<file path="config.mk">
export PLATFORM = sky130hd
export DESIGN_NAME = crc8_frame_parser_top
export DESIGN_NICKNAME = d
export VERILOG_FILES = /design/src/design/crcfp_pkg.sv /design/src/design/crcfp_ram.sv /design/src/design/crc8_frame_parser_top.sv
export VERILOG_INCLUDE_DIRS = /design/src /design/src/design
export SDC_FILE = /design/constraint.sdc
export NUM_CORES = 1
export LEC_CHECK = 0
export ABC_AREA = 1
export BUFFER_PORTS_ARGS = -buffer_cell sky130_fd_sc_hd__buf_2
export CAP_MARGIN = 5
export CELL_PAD_IN_SITES_DETAIL_PLACEMENT = 1
export CELL_PAD_IN_SITES_GLOBAL_PLACEMENT = 1
export CORE_MARGIN = 2
export CORE_UTILIZATION = 53
export DETAILED_ROUTE_END_ITERATION = 10
export PLACE_DENSITY_LB_ADDON = 0.12
export SYNTH_ARGS = -nofsm -noshare
export SYNTH_HDL_FRONTEND = slang
export SYNTH_SLANG_ARGS = --single-unit
export TNS_END_PERCENT = 5
</file>
<file path="constraint.sdc">
create_clock -name i_clk -period 6.2 [get_ports i_clk]
set_input_delay 0.62 -clock i_clk [delete_from_list [all_inputs] [get_ports i_clk]]
set_output_delay 0.62 -clock i_clk [all_outputs]
set_load 0.03 [all_outputs]
</file>
<file path="src/design/crc8_frame_parser_top_macros.svh">
// Assertion macros for the CRC-8 frame parser.
// Used by crc8_frame_parser_top; expects i_clk and i_rst_n in scope.
`ifndef CRC8_FRAME_PARSER_TOP_MACROS_SVH
`define CRC8_FRAME_PARSER_TOP_MACROS_SVH

// Property checked on every rising clock edge outside reset
`define CFP_ASSERT(label, prop, msg) \
    label: assert property (@(posedge i_clk) disable iff (!i_rst_n) (prop)) else $error(msg);

// Same-cycle implication
`define CFP_ASSERT_IMP(label, ante, cons, msg) \
    `CFP_ASSERT(label, (ante) |-> (cons), msg)

// Next-cycle implication
`define CFP_ASSERT_NXT(label, ante, cons, msg) \
    `CFP_ASSERT(label, (ante) |=> (cons), msg)

`endif

</file>
<file path="src/design/crcfp_pkg.sv">
// Shared constants and the CRC-8 update function for the frame parser.
// No dependencies.
package crcfp_pkg;

    localparam int MAX_PAYLOAD = 32;
    localparam int ADDR_W      = (MAX_PAYLOAD > 1) ? $clog2(MAX_PAYLOAD) : 1;
    localparam int LEN_W       = 6;

    localparam logic [7:0] CRC_POLY   = 8'h07;
    localparam logic [7:0] CRC_INIT   = 8'h00;
    localparam logic [7:0] START_RST  = 8'hAA;

    // Result kinds
    localparam logic [1:0] KIND_CMD = 2'd0;
    localparam logic [1:0] KIND_PAY = 2'd1;
    localparam logic [1:0] KIND_ERR = 2'd2;

    typedef logic [LEN_W-1:0] t_len;

    // CRC-8, MSB first, one byte
    function automatic logic [7:0] crc8_update(input logic [7:0] crc, input logic [7:0] b);
        logic [7:0] v;
        v = crc ^ b;
        for (int k = 0; k < 8; k++) begin
            if (v[7]) begin
                v = {v[6:0], 1'b0} ^ CRC_POLY;
            end else begin
                v = {v[6:0], 1'b0};
            end
        end
        return v;
    endfunction

endpackage

</file>
<file path="src/design/crcfp_ram.sv">
// Generic single-clock RAM: one write port, one read port, registered read.
// No dependencies.
module crcfp_ram #(
    parameter int WIDTH = 8,
    parameter int DEPTH = 32
) (
    input  logic                     i_clk,
    input  logic                     i_we,
    input  logic [$clog2(DEPTH)-1:0] i_waddr,
    input  logic [WIDTH-1:0]         i_wdata,
    input  logic                     i_re,
    input  logic [$clog2(DEPTH)-1:0] i_raddr,
    output logic [WIDTH-1:0]         o_rdata
);

    logic [WIDTH-1:0] r_mem [DEPTH];
    logic [WIDTH-1:0] r_rdata;

    always_ff @(posedge i_clk) begin
        if (i_we) begin
            r_mem[i_waddr] <= i_wdata;
        end
        if (i_re) begin
            r_rdata <= r_mem[i_raddr];
        end
    end

    assign o_rdata = r_rdata;

endmodule

</file>
<file path="src/design/crc8_frame_parser_top.sv">
// CRC-8 frame parser top level: parse sequencer, payload store, result register.
// Depends on crcfp_pkg, crcfp_ram and crc8_frame_parser_top_macros.svh.
//
//   channel   dir   handshake            payload
//   in        in    i_in_valid/o_in_stall  i_rx_byte
//   out       out   o_out_valid/i_out_stall o_out_kind, o_out_byte, o_frame_length,
//                                          o_computed_crc, o_last
//   cfg       in    i_cfg_valid/o_cfg_ready i_cfg_data (start byte)
//
// Received bytes are accepted whenever the input does not stall. A CRC byte that matches loads
// the command result; the payload store is then read one entry ahead of the result register,
// so the payload results follow one per cycle while the output does not stall. The input
// stalls until the last result is loaded, and while an earlier result is still held the
// CRC byte also waits. Reset is synchronous, active low, and returns the parser to hunting
// with start byte 0xAA. Output stalls hold the result register and pause the store reads.
`include "crc8_frame_parser_top_macros.svh"

module crc8_frame_parser_top
    import crcfp_pkg::*;
(
    input  logic        i_clk,
    input  logic        i_rst_n,
    // received bytes
    input  logic        i_in_valid,
    output logic        o_in_stall,
    input  logic [7:0]  i_rx_byte,
    // results
    output logic        o_out_valid,
    input  logic        i_out_stall,
    output logic [1:0]  o_out_kind,
    output logic [7:0]  o_out_byte,
    output logic [5:0]  o_frame_length,
    output logic [7:0]  o_computed_crc,
    output logic        o_last,
    // configuration
    input  logic        i_cfg_valid,
    output logic        o_cfg_ready,
    input  logic [7:0]  i_cfg_data
);

    localparam logic [2:0] PH_HUNT   = 3'd0;
    localparam logic [2:0] PH_LEN_LO = 3'd1;
    localparam logic [2:0] PH_LEN_HI = 3'd2;
    localparam logic [2:0] PH_CMD    = 3'd3;
    localparam logic [2:0] PH_PAY    = 3'd4;
    localparam logic [2:0] PH_CRC    = 3'd5;
    localparam logic [2:0] PH_EMIT   = 3'd6;

    localparam logic [15:0] MAX_LEN16 = 16'(MAX_PAYLOAD);

    // parse state
    logic [2:0] r_phase,   n_phase;
    logic [7:0] r_start;
    logic [7:0] r_len_lo,  n_len_lo;
    t_len       r_exp_len, n_exp_len;
    t_len       r_rcv_cnt, n_rcv_cnt;
    logic [7:0] r_cmd,     n_cmd;
    logic [7:0] r_crc,     n_crc;

    // emit sequencer
    t_len       r_rd_idx,  n_rd_idx;
    logic       r_rd_valid, n_rd_valid;
    logic       r_rd_last,  n_rd_last;

    // result register
    logic       r_out_valid, n_out_valid;
    logic [1:0] r_out_kind,  n_out_kind;
    logic [7:0] r_out_byte,  n_out_byte;
    t_len       r_out_len,   n_out_len;
    logic [7:0] r_out_crc,   n_out_crc;
    logic       r_out_last,  n_out_last;

    logic       in_acc;
    logic       out_load;
    logic       rd_issue;
    logic       rd_move;
    logic       ram_we;
    logic [7:0] ram_q;
    logic [7:0] crc_next;
    t_len       cnt_inc;
    logic [15:0] len16;

    // handshakes
    assign o_in_stall  = (r_phase == PH_EMIT) || ((r_phase == PH_CRC) && r_out_valid);
    assign in_acc      = i_in_valid && !o_in_stall;
    assign out_load    = !r_out_valid || !i_out_stall;
    assign o_cfg_ready = 1'b1;

    // store reads run one ahead of the result register
    assign rd_issue = (r_phase == PH_EMIT) && (r_rd_idx < r_exp_len)
                      && (!r_rd_valid || out_load);
    assign rd_move  = r_rd_valid && out_load;
    assign ram_we   = in_acc && (r_phase == PH_PAY);

    assign crc_next = crc8_update((r_phase == PH_CMD) ? CRC_INIT : r_crc, i_rx_byte);
    assign cnt_inc  = r_rcv_cnt + t_len'(1);
    assign len16    = {i_rx_byte, r_len_lo};

    crcfp_ram #(
        .WIDTH (8),
        .DEPTH (MAX_PAYLOAD)
    ) u_store (
        .i_clk   (i_clk),
        .i_we    (ram_we),
        .i_waddr (r_rcv_cnt[ADDR_W-1:0]),
        .i_wdata (i_rx_byte),
        .i_re    (rd_issue),
        .i_raddr (r_rd_idx[ADDR_W-1:0]),
        .o_rdata (ram_q)
    );

    // next state
    always_comb begin
        n_phase     = r_phase;
        n_len_lo    = r_len_lo;
        n_exp_len   = r_exp_len;
        n_rcv_cnt   = r_rcv_cnt;
        n_cmd       = r_cmd;
        n_crc       = r_crc;
        n_rd_idx    = r_rd_idx;
        n_rd_valid  = r_rd_valid;
        n_rd_last   = r_rd_last;
        n_out_valid = r_out_valid && i_out_stall;
        n_out_kind  = r_out_kind;
        n_out_byte  = r_out_byte;
        n_out_len   = r_out_len;
        n_out_crc   = r_out_crc;
        n_out_last  = r_out_last;

        if (in_acc) begin
            unique case (r_phase)
                PH_HUNT: begin
                    if (i_rx_byte == r_start) begin
                        n_phase = PH_LEN_LO;
                    end
                end
                PH_LEN_LO: begin
                    n_len_lo = i_rx_byte;
                    n_phase  = PH_LEN_HI;
                end
                PH_LEN_HI: begin
                    if (len16 > MAX_LEN16) begin
                        n_phase  = PH_HUNT;
                        n_len_lo = '0;
                    end else begin
                        n_exp_len = t_len'(len16);
                        n_phase   = PH_CMD;
                    end
                end
                PH_CMD: begin
                    n_cmd     = i_rx_byte;
                    n_rcv_cnt = '0;
                    n_crc     = crc_next;
                    n_phase   = (r_exp_len == '0) ? PH_CRC : PH_PAY;
                end
                PH_PAY: begin
                    n_crc     = crc_next;
                    n_rcv_cnt = cnt_inc;
                    if (cnt_inc >= r_exp_len) begin
                        n_phase = PH_CRC;
                    end
                end
                PH_CRC: begin
                    n_out_valid = 1'b1;
                    n_out_len   = r_exp_len;
                    n_out_crc   = r_crc;
                    if (r_crc == i_rx_byte) begin
                        n_out_kind = KIND_CMD;
                        n_out_byte = r_cmd;
                        n_out_last = (r_exp_len == '0);
                    end else begin
                        n_out_kind = KIND_ERR;
                        n_out_byte = i_rx_byte;
                        n_out_last = 1'b1;
                    end
                    if ((r_crc == i_rx_byte) && (r_exp_len != '0)) begin
                        n_phase    = PH_EMIT;
                        n_rd_idx   = '0;
                        n_rd_valid = 1'b0;
                    end else begin
                        n_phase   = PH_HUNT;
                        n_len_lo  = '0;
                        n_exp_len = '0;
                        n_rcv_cnt = '0;
                        n_cmd     = '0;
                        n_crc     = CRC_INIT;
                    end
                end
                default: begin
                    n_phase   = PH_HUNT;
                    n_len_lo  = '0;
                    n_exp_len = '0;
                    n_rcv_cnt = '0;
                    n_cmd     = '0;
                    n_crc     = CRC_INIT;
                end
            endcase
        end

        // payload run
        if (r_phase == PH_EMIT) begin
            if (rd_move) begin
                n_out_valid = 1'b1;
                n_out_kind  = KIND_PAY;
                n_out_byte  = ram_q;
                n_out_len   = r_exp_len;
                n_out_crc   = r_crc;
                n_out_last  = r_rd_last;
                n_rd_valid  = 1'b0;
                if (r_rd_last) begin
                    n_phase   = PH_HUNT;
                    n_len_lo  = '0;
                    n_exp_len = '0;
                    n_rcv_cnt = '0;
                    n_cmd     = '0;
                    n_crc     = CRC_INIT;
                end
            end
            if (rd_issue) begin
                n_rd_valid = 1'b1;
                n_rd_last  = (r_rd_idx + t_len'(1)) == r_exp_len;
                n_rd_idx   = r_rd_idx + t_len'(1);
            end
        end
    end

    // control registers
    always_ff @(posedge i_clk) begin
        if (!i_rst_n) begin
            r_phase     <= PH_HUNT;
            r_start     <= START_RST;
            r_len_lo    <= '0;
            r_exp_len   <= '0;
            r_rcv_cnt   <= '0;
            r_cmd       <= '0;
            r_crc       <= CRC_INIT;
            r_rd_idx    <= '0;
            r_rd_valid  <= 1'b0;
            r_rd_last   <= 1'b0;
            r_out_valid <= 1'b0;
        end else begin
            r_phase     <= n_phase;
            r_len_lo    <= n_len_lo;
            r_exp_len   <= n_exp_len;
            r_rcv_cnt   <= n_rcv_cnt;
            r_cmd       <= n_cmd;
            r_crc       <= n_crc;
            r_rd_idx    <= n_rd_idx;
            r_rd_valid  <= n_rd_valid;
            r_rd_last   <= n_rd_last;
            r_out_valid <= n_out_valid;
            if (i_cfg_valid) begin
                r_start <= i_cfg_data;
            end
        end
    end

    // result payload
    always_ff @(posedge i_clk) begin
        r_out_kind <= n_out_kind;
        r_out_byte <= n_out_byte;
        r_out_len  <= n_out_len;
        r_out_crc  <= n_out_crc;
        r_out_last <= n_out_last;
    end

    assign o_out_valid    = r_out_valid;
    assign o_out_kind     = r_out_kind;
    assign o_out_byte     = r_out_byte;
    assign o_frame_length = r_out_len;
    assign o_computed_crc = r_out_crc;
    assign o_last         = r_out_last;

    // checks
    `CFP_ASSERT_IMP(a_rd_only_emit, r_rd_valid, r_phase == PH_EMIT, "store read outside run")
    `CFP_ASSERT_IMP(a_rd_idx_range, r_phase == PH_EMIT, r_rd_idx <= r_exp_len, "index > len")
    `CFP_ASSERT_NXT(a_crc_loads_out, in_acc && (r_phase == PH_CRC), o_out_valid, "no result")
    `CFP_ASSERT_IMP(a_err_is_last, o_out_valid && (o_out_kind == KIND_ERR), o_last, "error not last")
    `CFP_ASSERT_IMP(a_len_bound, o_out_valid, o_frame_length <= t_len'(MAX_PAYLOAD), "len > max")

endmodule

</file>
==> reports/results.tsv <==
metric	value	unit
start-to-end type of the worst setup path	flip-flop to flip-flop	
areal power density over the cells	280	nW/um^2
number of buffers created by CTS	37	
half-perimeter wire length after placement	29000	microns
via count	11900	
die width	174	microns
cell leakage power	6.18	nW
count of nets left with antenna violations after detail routing	0	
detailed router's first-iteration violation count	1160	
global route total overflow	0	
n_diodes	0	
Avg WL per Cell	24.1	microns
starting utilization of the core area	0.536	
final worst path period need	3.58	ns
DRC violation count after routing	0	
setup repair after global routing missed its margin	false	
wire length reported by the detailed router	47200	microns
number of filler instances in the final layout	3129	
Post-synth EDFFs	264	
DIE AREA	30400	sq um
Final TNS setup	0	ns
CP required	6.65	ns
Setup Buffers After CTS	0	
Final Wtd Congestion	0.890	
register clock-pin slew on the reported worst setup and hold paths	0.06	ns
number of antenna violations at the first check in global routing	0	
source of the worst register-to-register timing path	r_phase[2]$_SDFF_PN0_	
Hold Buf Count CTS	0	
type of the tightest min-delay check	input port to flip-flop	
Worst R2R End	o_computed_crc[7]$_DFF_P_	
fin area	16900	sq um
end point of the worst hold path	r_start[7]$_SDFFE_PN1P_	
worst-case reg-to-reg path depth	10	
element type at the critical path start	flip-flop	
Peak supply drop	0.219	mV
Hold Violations, Final	0	
Most used DFF post-synth	edfxtp_1	
number of buffers on the longest clock path	3	
first-pass GRT wire length	72100	microns
placed cell count	1897	
die outline height	174	microns
Nets	1590	
endpoint arrival time on the critical path	4.03	ns
max-slew violation total from the final report	0	
final worst path period share	0.578	
total standard cell area after synthesis	15400	sq um
# resized after CTS	0	
net count after synthesis	1570	
reg-to-reg slack, setup	2.62	ns
Fmax	279	MHz
gate count after technology mapping	1532	
number of synthesized register bits	345	
GRT Overall Usage	0.311	
input/output buffers	47	
final worst setup slack	2.62	ns
crit path max fanout	35	
CTS tree	built	
Boundary Pins	49	
kind of capture point of the worst setup path	flip-flop	
startpoint of the worst hold path	i_cfg_data[7]	
transition at the pin with the smallest max-transition slack	1.00	ns
Max H-tree Level	2	
via/cell ratio	6.06	
post-route clock skew	0.0215	ns
Post-Place Worst Slack	2.72	ns
placed inst area	15800	sq um
Post-Synthesis Mean Instance Area	10.0	sq um
max_slew headroom	0.333	
number of instances on the worst hold path	3	
post-synth cell types	46	
share of the yosys chip area belonging to registers	0.622	
Final setup viols	0	
number of rows in the core area	62	
maximum number of pins on one net before global-route repair	87	
# Max-Cap Violations	0	
status	finished clean	
Synth warnings	0	
number of sinks on the clock net	345	
Async S/R FF share, synth	0	
via count of the first global-routing pass	12300	
final cell count without fillers	1960	
Clock Latency Late Sink	0.53	ns
layout cell share with drive strength beyond 1	0.104	
number of iterations in the first detailed-routing pass	5	
clock tree root driver cell	clkbuf_16	
area of the core	28600	sq um
synthesis-to-layout area growth	10.3	%
[synth_stat cells, types with 4 or more instances]
library cell  instances  area (sq um)
o21a_1                6          45.0
xnor2_1               7          61.3
nand2_4               4          45.0
buf_4                 8          60.1
xor2_1                8          70.1
nand3b_1              8          60.1
buf_6                 5          56.3
dfxtp_1              81          1620
clkbuf_1             45           169
inv_2                15          56.3
inv_1                58           218
or2_2                 5          31.3
nor2_2                5          31.3
buf_2                19          95.1
o21ai_1              16          80.1
o211ai_1              4          30.0
nand2_1             295          1110
o22ai_1              18           113
nand2_2               8          50.1
ha_1                 17           213
o221ai_1             44           385
o21ai_0             171           856
a21oi_1              63           315
nand4_1              21           131
nand3_1              92           460
edfxtp_1            264          7930
nor2_1              217           815
[how the worst max path moves through the flow]
stage / from / to / slack [ns] / cells past startpoint
6_report: r_phase[2]$_SDFF_PN0_ / o_computed_crc[7]$_DFF_P_ / 2.62 / 10
2_1_floorplan: r_rd_idx[0]$_SDFF_PN0_ / r_rd_last$_SDFFE_PN0P_ / 3.92 / 12
5_1_grt: r_phase[2]$_SDFF_PN0_ / o_frame_length[4]$_DFF_P_ / 2.39 / 10
3_5_place_dp: r_phase[1]$_SDFF_PN0_ / u_store.r_mem[16][0]$_DFFE_PP_ / 2.72 / 6
3_3_place_gp: r_phase[2]$_SDFF_PN0_ / o_computed_crc[6]$_DFF_P_ / 2.85 / 9
4_1_cts: r_phase[2]$_SDFF_PN0_ / o_computed_crc[7]$_DFF_P_ / 2.66 / 10
[layer usage]
layer | GRT usage | routed length, microns | part of all wire | vias up
met5 | 0 | 0 | 0 | -
met4 | 0.127 | 1960 | 0.042 | 0
met3 | 0.0398 | 2550 | 0.054 | 107
met2 | 0.538 | 23400 | 0.50 | 422
met1 | 0.397 | 19200 | 0.41 | 5931
li1 | - | - | - | 5415
[stage by stage]
| step | util | total power [mW] | hold slack (ns) |
|---|---|---|---|
| floorplan | - | 2.59 | 0.435 |
| global placement | 0.552 | 2.65 | 0.428 |
| detailed placement | 0.552 | 2.65 | 0.450 |
| CTS | 0.592 | 4.75 | 0.289 |
| global route | 0.592 | 4.84 | 0.298 |
| finish | 0.592 | 4.75 | 0.298 |
[flip-flops by register name (all words and copies together) (netlist names), 8 cells and up]
register         cells
u_store.r_mem      256
o_computed_crc       8
o_out_byte           8
r_cmd                8
r_crc                8
r_len_lo             8
r_start              8
u_store.o_rdata      8
[power by group]
group	total, mW	switching (mW)	internal [mW]
registers	2.49	0.00238	2.49
logic	0.117	0.0918	0.0252
clock network	2.14	0.925	1.22
[layout make-up]
class	instances	area, sq um	area share
timing repair buffer	61	340	0.0201
multi-input combinational	1029	5120	0.303
inverter	78	299	0.0177
clock buffer	46	991	0.0585
tap	384	480	0.0284
sequential	345	9550	0.564
clock inverter	17	145	0.00857
[worst max-delay path, stage by stage, from the launching register on]
cell,delay (ns)
dfxtp_1,0.67
nand2_2,0.13
nor2_1,0.65
nand2_1,0.23
nand3_4,0.44
inv_4,0.24
nand2_2,0.29
nand2_2,0.15
inv_2,0.40
nand2_1,0.13
o21ai_1,0.13
[layout by cell type, fill, tap and decap left out, types with 2 or more instances in the layout]
cell	netlist	final
bufinv_16	0	2
o21ai_0	171	171
nand2_2	8	8
nand2_4	4	4
buf_2	19	47
nor2_8	2	2
edfxtp_1	264	264
o211ai_1	4	4
inv_4	2	2
or2_2	5	5
inv_2	15	14
nor2_4	2	2
clkinv_2	0	4
xor2_1	8	8
o221ai_1	44	44
a21oi_1	63	63
nand2_1	295	295
nand3_2	2	2
clkinvlp_4	0	2
nand3_4	2	2
nand3_1	92	92
nor2_2	5	5
inv_1	58	58
buf_4	8	14
clkbuf_1	45	7
o22ai_1	18	18
nand3b_1	8	8
o21a_1	6	6
ha_1	17	17
dfxtp_1	81	79
o21ai_1	16	16
clkbuf_16	0	38
xnor2_1	7	7
nand4_1	21	21
clkinv_1	3	11
nor2_1	217	217
[logic make-up after synthesis]
| kind of cell | Yosys count | share of synthesized area |
|---|---|---|
| and+or+nand+nor | 666 | 0.187 |
| adders and majority gates | 17 | 0.0139 |
| DFF | 345 | 0.622 |
| buffers and inverters | 158 | 0.0449 |
| other | 1 | 0.000244 |
| xor gates and xnor gates | 15 | 0.00855 |
| AOI/OAI and AO/OA | 330 | 0.123 |
No activity file was read; power rests on OpenSTA's default activity.
